<file path="src/rtl/vcs_pkg.sv">
// ----------------------------------------------------------------------------
// Velocity command smoother package
// Shared widths, register indexes, reset values, stage structs and the
// divide-by-1.3 helper used by the smoother datapath.
// ----------------------------------------------------------------------------
package vcs_pkg;

	localparam int VEL_W   = 16;               // velocity word, signed
	localparam int FRAC_W  = 10;               // fraction bits of all fixed point values
	localparam int TIME_W  = 16;               // elapsed time word, unsigned
	localparam int CFG_W   = 16;               // configuration register width
	localparam int PROD_W  = CFG_W + TIME_W;   // rate times time product
	localparam int CORR_W  = PROD_W - FRAC_W + 1; // rounded correction term
	localparam int IDX_W   = 2;                // register index width

	// Register indexes of the configuration port.
	localparam logic [IDX_W-1:0] REG_LIN_LIMIT = 2'd0;
	localparam logic [IDX_W-1:0] REG_ANG_LIMIT = 2'd1;
	localparam logic [IDX_W-1:0] REG_ANG_DECEL = 2'd2;

	// Register reset values.
	localparam logic [CFG_W-1:0] LIN_LIMIT_RST = 16'd1024;
	localparam logic [CFG_W-1:0] ANG_LIMIT_RST = 16'd1024;
	localparam logic [CFG_W-1:0] ANG_DECEL_RST = 16'd102;

	// Divide by 13 as a multiply by a rounded-up reciprocal. With a shift of
	// 24 the error term stays below one for every numerator under 2^19.
	localparam int                DIV_N_W     = VEL_W + 4;
	localparam int                DIV_SHIFT   = 24;
	localparam int                DIV_K_W     = 21;
	localparam logic [DIV_K_W-1:0] DIV_K      = 21'd1290556;
	localparam int                DIV_P_W     = DIV_N_W + DIV_K_W;

	typedef logic signed [VEL_W-1:0] vel_t;

	// Item after the first stage: command, zero-time flag, time-scaled thresholds, correction.
	typedef struct packed {
		vel_t              lin;
		vel_t              ang;
		logic              time_zero;
		logic [PROD_W-1:0] lin_thr;
		logic [PROD_W-1:0] ang_thr;
		logic [CORR_W-1:0] corr;
	} prep_t;

	// Smoother state carried from one command to the next.
	typedef struct packed {
		logic have_prev;
		vel_t prev_lin;
		vel_t prev_ang;
		vel_t last_lin;
		vel_t last_ang;
	} state_t;

	typedef struct packed {
		logic ang_limited;
		logic lin_limited;
		vel_t ang;
		vel_t lin;
	} result_t;

	// Value divided by 1.3, rounded to nearest, sign kept.
	function automatic vel_t div_1_3(input vel_t v);
		logic [VEL_W-1:0]   m;
		logic [DIV_N_W-1:0] n;
		logic [DIV_P_W-1:0] p;
		logic [VEL_W-1:0]   q;
		m = v[VEL_W-1] ? VEL_W'(-v) : VEL_W'(v);
		n = DIV_N_W'(m) * DIV_N_W'(10) + DIV_N_W'(6);
		p = DIV_P_W'(n) * DIV_P_W'(DIV_K);
		q = p[DIV_SHIFT +: VEL_W];
		return v[VEL_W-1] ? vel_t'(-q) : vel_t'(q);
	endfunction

endpackage

</file>
<file path="src/rtl/vcs_calc.sv">
// ----------------------------------------------------------------------------
// Velocity command smoother step
// Applies the linear and angular limits to one prepared command against the
// stored state, and gives the result and the next state.
// ----------------------------------------------------------------------------
module vcs_calc (
	input  vcs_pkg::prep_t   prep,
	input  vcs_pkg::state_t  state,
	output vcs_pkg::result_t res,
	output logic             has_result,
	output vcs_pkg::state_t  state_nxt
);

	localparam int DW = vcs_pkg::VEL_W + 1;
	localparam int SW = vcs_pkg::CORR_W + 1;

	logic signed [DW-1:0] dlin;
	logic signed [DW-1:0] dang;
	logic [vcs_pkg::VEL_W-1:0] alin;
	logic [vcs_pkg::VEL_W-1:0] aang;
	logic [vcs_pkg::PROD_W-1:0] dlin_sc;
	logic [vcs_pkg::PROD_W-1:0] dang_sc;
	logic lin_lim;
	logic ang_lim;
	vcs_pkg::vel_t lin_o;
	vcs_pkg::vel_t sign_src;
	logic neg;
	logic pos;
	logic signed [SW-1:0] ang_ext;
	logic signed [SW-1:0] corr_ext;
	logic signed [SW-1:0] ang_sum;
	vcs_pkg::vel_t ang_sat;
	vcs_pkg::vel_t ang_o;

	always_comb begin
		dlin = DW'(state.prev_lin) - DW'(prep.lin);
		dang = DW'(state.prev_ang) - DW'(prep.ang);
		alin = dlin[DW-1] ? vcs_pkg::VEL_W'(-dlin) : vcs_pkg::VEL_W'(dlin);
		aang = dang[DW-1] ? vcs_pkg::VEL_W'(-dang) : vcs_pkg::VEL_W'(dang);
		dlin_sc = vcs_pkg::PROD_W'(alin) << vcs_pkg::FRAC_W;
		dang_sc = vcs_pkg::PROD_W'(aang) << vcs_pkg::FRAC_W;
		lin_lim = dlin_sc > prep.lin_thr;
		ang_lim = dang_sc > prep.ang_thr;

		lin_o = lin_lim ? vcs_pkg::div_1_3(state.prev_lin) : prep.lin;
		// Dividing keeps the sign and never turns a nonzero value into zero,
		// so the steering direction can be taken from the undivided value.
		sign_src = lin_lim ? state.prev_lin : prep.lin;
		neg = sign_src[vcs_pkg::VEL_W-1];
		pos = !neg && (sign_src != '0);

		ang_ext  = SW'(prep.ang);
		corr_ext = $signed({1'b0, prep.corr});
		ang_sum  = neg ? (ang_ext + corr_ext) : (ang_ext - corr_ext);
		if (ang_sum > SW'(signed'({1'b0, {(vcs_pkg::VEL_W-1){1'b1}}}))) begin
			ang_sat = {1'b0, {(vcs_pkg::VEL_W-1){1'b1}}};
		end else if (ang_sum < SW'(signed'({1'b1, {(vcs_pkg::VEL_W-1){1'b0}}}))) begin
			ang_sat = {1'b1, {(vcs_pkg::VEL_W-1){1'b0}}};
		end else begin
			ang_sat = ang_sum[vcs_pkg::VEL_W-1:0];
		end
		ang_o = (ang_lim && (neg || pos)) ? ang_sat : prep.ang;

		state_nxt = state;
		state_nxt.have_prev = 1'b1;
		res.lin = state.last_lin;
		res.ang = state.last_ang;
		res.lin_limited = 1'b0;
		res.ang_limited = 1'b0;
		has_result = state.have_prev;

		if (!state.have_prev || prep.time_zero) begin
			// Priming command or zero elapsed time: store the command as is.
			state_nxt.prev_lin = prep.lin;
			state_nxt.prev_ang = prep.ang;
		end else begin
			res.lin = lin_o;
			res.ang = ang_o;
			res.lin_limited = lin_lim;
			res.ang_limited = ang_lim;
			state_nxt.prev_lin = lin_o;
			state_nxt.prev_ang = ang_o;
			state_nxt.last_lin = lin_o;
			state_nxt.last_ang = ang_o;
		end
	end

endmodule

</file>
<file path="src/rtl/velocity_command_smoother.sv">
// ----------------------------------------------------------------------------
// Velocity command smoother
// Limits linear and angular acceleration of a stream of velocity commands.
// ----------------------------------------------------------------------------
// A request is held in the input register, and its result is loaded into the
// output register when the request leaves the input register.
// Throughput: one request per cycle when the output is not stalled. A stalled
// result holds the input register, so the block then holds two requests.
// Reset clears the registers to their reset values, forgets the previous
// command and empties the pipeline; the first request after reset gives no result.
module velocity_command_smoother (
	input  logic        clk,
	input  logic        arst_n,
	// Configuration write port.
	input  logic        cfg_we,
	input  logic [vcs_pkg::IDX_W-1:0] cfg_index,
	input  logic [vcs_pkg::CFG_W-1:0] cfg_data,
	// Command stream.
	input  logic        s_axis_tvalid,
	output logic        s_axis_tready,
	input  logic [47:0] s_axis_tdata,  // linear_in[15:0], angular_in[31:16], elapsed_time[47:32]
	// Smoothed command stream.
	output logic        m_axis_tvalid,
	input  logic        m_axis_tready,
	output logic [39:0] m_axis_tdata   // linear_out[15:0], angular_out[31:16],
	                                   // linear_limited[32], angular_limited[33], zeros above
);

	// Configuration registers.
	logic [vcs_pkg::CFG_W-1:0] lin_limit_q;
	logic [vcs_pkg::CFG_W-1:0] ang_limit_q;
	logic [vcs_pkg::CFG_W-1:0] ang_decel_q;

	always_ff @(posedge clk or negedge arst_n) begin
		if (!arst_n) begin
			lin_limit_q <= vcs_pkg::LIN_LIMIT_RST;
			ang_limit_q <= vcs_pkg::ANG_LIMIT_RST;
			ang_decel_q <= vcs_pkg::ANG_DECEL_RST;
		end else if (cfg_we) begin
			unique case (cfg_index)
				vcs_pkg::REG_LIN_LIMIT: lin_limit_q <= cfg_data;
				vcs_pkg::REG_ANG_LIMIT: ang_limit_q <= cfg_data;
				vcs_pkg::REG_ANG_DECEL: ang_decel_q <= cfg_data;
				default: ;  // Unmapped index, the write is dropped.
			endcase
		end
	end

	// Pipeline handshake. The input register takes a new request when it is
	// empty or hands its own request on in the same cycle, so requests can
	// follow each other with no gap while the output keeps moving.
	logic            vld_s1;
	logic            out_vld_q;
	logic [47:0]     in_s1;
	vcs_pkg::prep_t  prep_d;
	vcs_pkg::state_t state_q;
	vcs_pkg::state_t state_nxt;
	vcs_pkg::result_t res;
	vcs_pkg::result_t out_q;
	logic            has_result;
	logic            out_ready;
	logic            s1_fire;
	logic            in_fire;

	assign out_ready     = !out_vld_q || m_axis_tready;
	// A priming request leaves the input register without needing the output
	// register.
	assign s1_fire       = vld_s1 && (out_ready || !has_result);
	assign s_axis_tready = !vld_s1 || s1_fire;
	assign in_fire       = s_axis_tvalid && s_axis_tready;

	always_ff @(posedge clk or negedge arst_n) begin
		if (!arst_n) begin
			vld_s1    <= 1'b0;
			out_vld_q <= 1'b0;
			state_q   <= '0;
		end else begin
			if (s_axis_tready) begin
				vld_s1 <= s_axis_tvalid;
			end
			if (s1_fire && has_result) begin
				out_vld_q <= 1'b1;
			end else if (m_axis_tready) begin
				out_vld_q <= 1'b0;
			end
			if (s1_fire) begin
				state_q <= state_nxt;
			end
		end
	end

	// The time-scaled thresholds and the rounded angular correction depend
	// only on the request and the registers.
	logic [vcs_pkg::TIME_W-1:0] time_s1;
	logic [vcs_pkg::PROD_W:0]   decel_prod;

	always_comb begin
		time_s1 = in_s1[47:32];
		prep_d.lin       = in_s1[15:0];
		prep_d.ang       = in_s1[31:16];
		prep_d.time_zero = (time_s1 == '0);
		prep_d.lin_thr   = vcs_pkg::PROD_W'(lin_limit_q) * vcs_pkg::PROD_W'(time_s1);
		prep_d.ang_thr   = vcs_pkg::PROD_W'(ang_limit_q) * vcs_pkg::PROD_W'(time_s1);
		// Round to nearest with halves going up.
		decel_prod = (vcs_pkg::PROD_W+1)'(vcs_pkg::PROD_W'(ang_decel_q)
			* vcs_pkg::PROD_W'(time_s1))
			+ (vcs_pkg::PROD_W+1)'(1 << (vcs_pkg::FRAC_W - 1));
		prep_d.corr = decel_prod[vcs_pkg::PROD_W:vcs_pkg::FRAC_W];
	end

	// Limit checks against the stored state.
	vcs_calc u_calc (
		.prep       (prep_d),
		.state      (state_q),
		.res        (res),
		.has_result (has_result),
		.state_nxt  (state_nxt)
	);

	// Payload registers, no reset needed.
	always_ff @(posedge clk) begin
		if (in_fire) begin
			in_s1 <= s_axis_tdata;
		end
		if (s1_fire && has_result) begin
			out_q <= res;
		end
	end

	assign m_axis_tvalid = out_vld_q;
	assign m_axis_tdata  = {6'b0, out_q};

endmodule

</file>
<file path="config.mk">
export PLATFORM = sky130hd
export DESIGN_NAME = velocity_command_smoother
export DESIGN_NICKNAME = d
export VERILOG_FILES = /design/src/rtl/vcs_pkg.sv /design/src/rtl/vcs_calc.sv /design/src/rtl/velocity_command_smoother.sv
export SDC_FILE = /design/constraint.sdc
export NUM_CORES = 2
export LEC_CHECK = 0
export BUFFER_PORTS_ARGS = -buffer_cell sky130_fd_sc_hd__buf_4
export CORE_MARGIN = 2
export CORE_UTILIZATION = 46
export CTS_CLUSTER_SIZE = 16
export DETAILED_ROUTE_END_ITERATION = 12
export PLACE_DENSITY_LB_ADDON = 0.15
export SKIP_CTS_REPAIR_TIMING = 1
export SYNTH_ARGS = -nofsm -noshare
export SYNTH_HDL_FRONTEND = slang
export SYNTH_SLANG_ARGS = --single-unit
</file>
<file path="constraint.sdc">
create_clock -name clk -period 14.1 [get_ports clk]
set_clock_uncertainty 0.05 [all_clocks]
set_input_delay 2.82 -clock clk [delete_from_list [all_inputs] [get_ports clk]]
set_output_delay 2.82 -clock clk [all_outputs]
set_load 0.01 [all_outputs]
</file>
Word-level counts from Yosys, hierarchy flattened
Index checks and enable logic that the tools add are counted.
Word-level totals
  register bits: 197
  bits of input ports: 71
  output and inout port bits: 42
  logic and storage cells: 73
Cells by class
  $add $sub $neg: 10
  multiply operators: 5
  order comparisons: 4
  equality and inequality tests: 2
  muxes and demuxes: 14
  bitwise gates (word level): 1
  reduce and logical (&&, ||, !) cells: 22
Operators with widths (number)
  $mux 16: 9
  $mul 16x16->32: 3
  $gt 26x32->1: 2
  $mux 32: 2
  $neg 16->16: 4
  $mul 20x19->38 const B: 1
  $sub 16x16->17: 2
  $add 32x10->33 const B: 1
  $add 16x24->24: 1
  $gt 24x16->1 const B: 1
  $lt 24x16->1 const B: 1
  $mux 24: 1
  $sub 16x24->24: 1
  $add 20x3->20 const B: 1
  $mul 16x3->19 const B: 1
  $logic_not 16->1: 1
  $reduce_bool 16->1: 1
  $reduce_and 2->1: 4
  $logic_and 1x1->1: 5
  $logic_or 1x1->1: 5
  $logic_not 1->1: 4
  $eq 2x1->1 const B: 1
  $eq 2x2->1 const B: 1
  $logic_not 2->1: 1
  other kinds (3): 4

Depth between registers and ports, before layout
  depth in word-level cells: 11
  mapped depth: 52
  gate-level depth less buffers: 46

Hierarchy
Synthesis repeated with hierarchy kept, for this count alone.
Second synthesis, totals
  cells, all modules: 5244
  area total of the unflattened synthesis: 46993.8 um^2
By module, submodules not included
  velocity_command_smoother: instances 1, cells an instance 3363, area an instance 32713.9 um^2, seq. area each 5347.6 um^2
  vcs_calc: instances 1, cells an instance 1881, area an instance 14279.9 um^2, seq. area each 0.0 um^2

Worst setup path after synthesis
OpenSTA, ideal clock, no wires.
  path type: register -> register
  start point: reg in_s1[33]
  end point: reg state_q[10] in the netlist's numbering
  library setup time: 148 ps
  arrival: 11770 ps
  data required time: 13902 ps
  slack: 2131 ps
  cell stages (with the launch flop): 51
  path buffers: 6
  clock period less this slack: 11969 ps
  cell sequence: edfxtp_1 > clkbuf_1 > clkbuf_1 > nand2_1 > fa_1 > fa_1 > fa_1 > inv_1 > fa_1 > fa_1 > inv_1 > fa_1 > inv_1 > ha_1 > clkbuf_1 > o21a_1 > o21a_1 > o21ai_0 > [... 15 more ...] > nand2_1 > o21ai_0 > inv_1 > fa_1 > nor2b_1 > o21a_1 > o21ai_0 > a2111oi_0 > o21a_1 > o41a_1 > a31oi_1 > or4_1 > nor4b_1 > o31ai_4 > nor2_1 > buf_4 > buf_6 > a221oi_2
Between the ends
  cells in the longest elaborated chain, start to end: 8
  elaborated cells on any way between the ends: 24
  those cells by class: 3 x add/sub; 3 x mul; 4 x order compare; 5 x mux; 1 x bitwise; 8 x reduce/logical
Ends and longest elaborated chain
  start, declared: RTL line velocity_command_smoother.sv:54  | logic [47:0] in_s1;
  start signal, assigned: RTL line velocity_command_smoother.sv:123  | in_s1 <= s_axis_tdata;
  $mul 16x16->32 (on tied branches): RTL line velocity_command_smoother.sv:106, velocity_command_smoother.sv:102
  $add 32x10->33 or $gt 26x32->1 (tied branches): RTL line velocity_command_smoother.sv:107, vcs_calc.sv:42
  $sub 16x24->24, or another cell as far along: RTL line vcs_calc.sv:54  | ang_sum = neg ? (ang_ext + corr_ext) : (ang_ext - corr_ext);
  $mux 24, or another cell as far along: RTL line vcs_calc.sv:54
  $lt 24x16->1 or $logic_and 1x1->1 (tied branches): RTL line vcs_calc.sv:57, vcs_calc.sv:50
  $mux 16 or $logic_or 1x1->1 (tied branches): RTL line vcs_calc.sv:57, vcs_calc.sv:62
  $mux 16 or $logic_and 1x1->1 (tied branches): RTL line vcs_calc.sv:55, vcs_calc.sv:62
  $mux 16: RTL line vcs_calc.sv:62  | ang_o = (ang_lim && (neg || pos)) ? ang_sat : prep.ang;
  end signal, assigned: RTL line velocity_command_smoother.sv:87  | state_q <= state_nxt;
  end, declared: RTL line velocity_command_smoother.sv:56  | vcs_pkg::state_t state_q;
Several ways; a longest one is shown, not always the timed one.
A chain may end at the register's enable or synchronous reset.

Final worst setup path
  start point: reg in_s1[35]
  end point: reg state_q[32] in the netlist's numbering
Between the ends
  cells in the longest elaborated chain, start to end: 9
  elaborated cells on any way between the ends: 23
  those cells by class: 3 x add/sub; 3 x mul; 4 x order compare; 6 x mux; 7 x reduce/logical
Ends and longest elaborated chain
  $mul 16x16->32 (on tied branches): RTL line velocity_command_smoother.sv:106, velocity_command_smoother.sv:102
  $add 32x10->33 or $gt 26x32->1 (tied branches): RTL line velocity_command_smoother.sv:107, vcs_calc.sv:42
  $sub 16x24->24, or another cell as far along: RTL line vcs_calc.sv:54
  $mux 24, or another cell as far along: RTL line vcs_calc.sv:54
  $lt 24x16->1 or $logic_and 1x1->1 (tied branches): RTL line vcs_calc.sv:57, vcs_calc.sv:50
  $mux 16 or $logic_or 1x1->1 (tied branches): RTL line vcs_calc.sv:57, vcs_calc.sv:62
  $mux 16 or $logic_and 1x1->1 (tied branches): RTL line vcs_calc.sv:55, vcs_calc.sv:62
  $mux 16: RTL line vcs_calc.sv:62
  $mux 32 *: RTL line vcs_calc.sv:72  | if (!state.have_prev || prep.time_zero) begin
Mark *: on every way between the ends. The rest lies on a longest branch, timed or not.

==> reports/summary.md <==
### Setup path
- **largest incremental delay on the critical path** 700 ps
- **Levels on crit path** 45
- **Req. time, crit path** 14390 ps
- **library cell appearing most often on the critical path** sky130_fd_sc_hd__fa_1
- **r2r setup slk** 880 ps
- **WP data arrival** 13510 ps
- **Reg2Reg Capture Point** state_q[32]
- **Largest delay share family, worst path** compound AO/OA/AOI/OAI gates
- **Critical R2R Launch** in_s1[35]
- **reg2reg path depth** 45
- **slowest library cell on the worst path** sky130_fd_sc_hd__edfxtp_1
- **critical path class** register to register
- **kind of end point of the critical path** register
- **Worst setup SP type** register
- **peak fanout along the critical path** 37
- **number of buffers and inverters on the critical path** 6

### Hold path
- **Min-Delay Path Class** register to register
- **hold-critical path depth** 2
- **hold_sp** state_q[7]
- **worst min-delay path endpoint** state_q[7]

### Synthesis
- **Seq/Total Area, Yosys** 11.5%
- **most used flip-flop cell after synthesis** sky130_fd_sc_hd__dfrtp_1
- **post-synthesis instance area** 46400 um^2
- **number of enable flip-flop cells after synthesis** 82
- **cell types occupying the most area after synthesis** sky130_fd_sc_hd__fa_1, sky130_fd_sc_hd__ha_1, sky130_fd_sc_hd__inv_1, sky130_fd_sc_hd__dfrtp_1, sky130_fd_sc_hd__nand2_1
- **#FFs+latches synth** 197
- **count of synthesis-stage warnings from yosys** 0
- **post-synthesis instance total** 5219
- **count leader, synth** sky130_fd_sc_hd__inv_1
- **largest area contributor in the synthesized netlist** sky130_fd_sc_hd__fa_1
- **async set-reset flop share out of synthesis** 58.4%
- **commonest cells in the netlist** sky130_fd_sc_hd__inv_1, sky130_fd_sc_hd__fa_1, sky130_fd_sc_hd__nand2_1, sky130_fd_sc_hd__ha_1, sky130_fd_sc_hd__and2_1
- **Post-Syn Area per Cell** 8.89 um^2
- **Synth top area share** 30.5%
- **Synth cell types** 89

### Timing
- **relative slew slack** 19.1%
- **maximum clock frequency** 0.0757 GHz
- **worst-margin pin slew** 1210 ps
- **count of endpoints failing setup in the final report** 0
- **number of pins with negative max-slew slack in the final report** 0
- **min cycle time layout** 13220 ps
- **Hold Fails Final Rpt** 0
- **Period Utilization, post-route** 93.7%
- **Setup TNS Final** 0 ps

### Floorplanning
- **die area** 103000 um^2
- **standard-cell rows** 116
- **die outline height** 322 um
- **Placeable Area** 100000 um^2
- **count of boundary I/O pins** 113
- **initial standard-cell utilization of the core** 46.4%
- **Chip Width** 322 um

### Global route
- **total routing usage reported by global routing** 25.6%
- **Overflow after GRT** 0
- **initial antenna violation count** 1
- **maximum number of pins on one net before global-route repair** 74
- **number of global-route vias before repair** 37800
- **wire length of the first global-routing pass** 208000 um

### Drt
- **DRT Wirelength** 128000 um
- **detail-routed net length per standard cell** 19.7 um
- **drt initial violations** 2241
- **detail-routed via count per cell** 5.53
- **count of antenna-violating nets left after detailed routing** 0
- **DRC violations left** 0
- **vias** 35900
- **first-pass detailed-route iteration total** 6

### Place
- **total of buffers placed on input and output ports** 106
- **total half-perimeter wirelength after legalization and detailed placement** 103000 um
- **global placement routability congestion** 0.919

### Cells and area
- **ratio of cells with drive above 1 in the final layout** 5.88%
- **area added between synthesis and finish** 5.69%
- **Post-layout nets** 6576
- **n_diodes** 0
- **number of inserted filler cells in the final layout** 9693

### Clock network
- **total clock sinks** 197
- **clock tree root buffer cell** sky130_fd_sc_hd__clkbuf_16
- **number of buffers between clock root and the deepest sink** 2
- **clk_lat worst skew** 500 ps
- **maximum level of the CTS H-tree** 4
- **Clock Pin Slew Worst Setup and Hold Paths** 90 ps
- **number of buffers inserted during clock tree synthesis** 17
- **TritonCTS clock tree** built

### Status
- **result of the run** finished, final reports clean

### Flow run
- **max capacitance violation total** 0

## placed cells by master (no fill, tap or decap), drive strengths merged, types with 109 or more instances in the layout
master / n
buf: 160
nor2: 175
dfrtp: 109
xnor2: 135
inv: 979
nand2: 680
o21ai: 171
fa: 707
ha: 604
a21oi: 174
and2: 324
## per-stage QoR
| stage | utilization [%] | hold slack, ps | area, um^2 | setup WS (ps) | std cells |
|---|---|---|---|---|---|
| 2_1_floorplan | - | 396 | 46400 | 2130 | 5224 |
| 3_3_place_gp | 48.4 | 408 | 48400 | 679 | 6471 |
| 3_5_place_dp | 48.4 | 416 | 48400 | 433 | 6471 |
| 4_1_cts | 49.0 | 436 | 49000 | 407 | 6503 |
| 5_1_grt | 49.0 | 464 | 49000 | -28.1 | 6505 |
| 6_report | 49.0 | 434 | 49000 | 884 | 6505 |
## tightest hold or removal path: cells and delay by family (launching register included)
kind	cells	cell delay, ps
DFF	1	350
and+or+nand+nor	1	50
AOI/OAI and AO/OA	1	60
## how the worst max path moves through the flow
stage                  end      start  slack (ps)
3_3_place_gp   state_q[32]  in_s1[37]         680
4_1_cts        state_q[32]  in_s1[37]         410
2_1_floorplan  state_q[10]  in_s1[33]        2130
3_5_place_dp   state_q[32]  in_s1[37]         430
5_1_grt        state_q[32]  in_s1[36]         -30
6_report       state_q[32]  in_s1[35]         880
## final cells by class
cell class / instances / area [um^2] / share of cell area [%]
multi-input combinational: 3846 / 36600 / 74.7
sequential: 197 / 5360 / 10.9
inverter: 972 / 3650 / 7.44
tap: 1298 / 1620 / 3.31
timing repair buffer: 160 / 1210 / 2.47
clock buffer: 18 / 429 / 0.875
clock inverter: 14 / 140 / 0.286
## logic make-up after synthesis
group,share of synthesized area (%)
other cells,0.00808
xor+xnor,4.04
buf+inv,9.64
mux,1.50
compound gates,11.2
flops,11.5
simple gates,15.3
fa+ha+maj,46.8
## state kept, by name, summed over array words and instances, names as in the netlist
register and cells:
ang_decel_q 16, ang_limit_q 16, in_s1 48, lin_limit_q 16
m_axis_tdata 34, m_axis_tvalid 1, state_q 65, vld_s1 1
## routing by layer
metal,track usage (%),vias up,routed length (um)
met2,44.5,854,63100
met4,8.36,0,4040
li1,-,16800,-
met5,0,-,0
met3,2.45,196,5010
met1,33.6,18100,55900
Power is not shown: default switching activity piles up to over one toggle a cycle in this logic, so the estimate is an artifact.
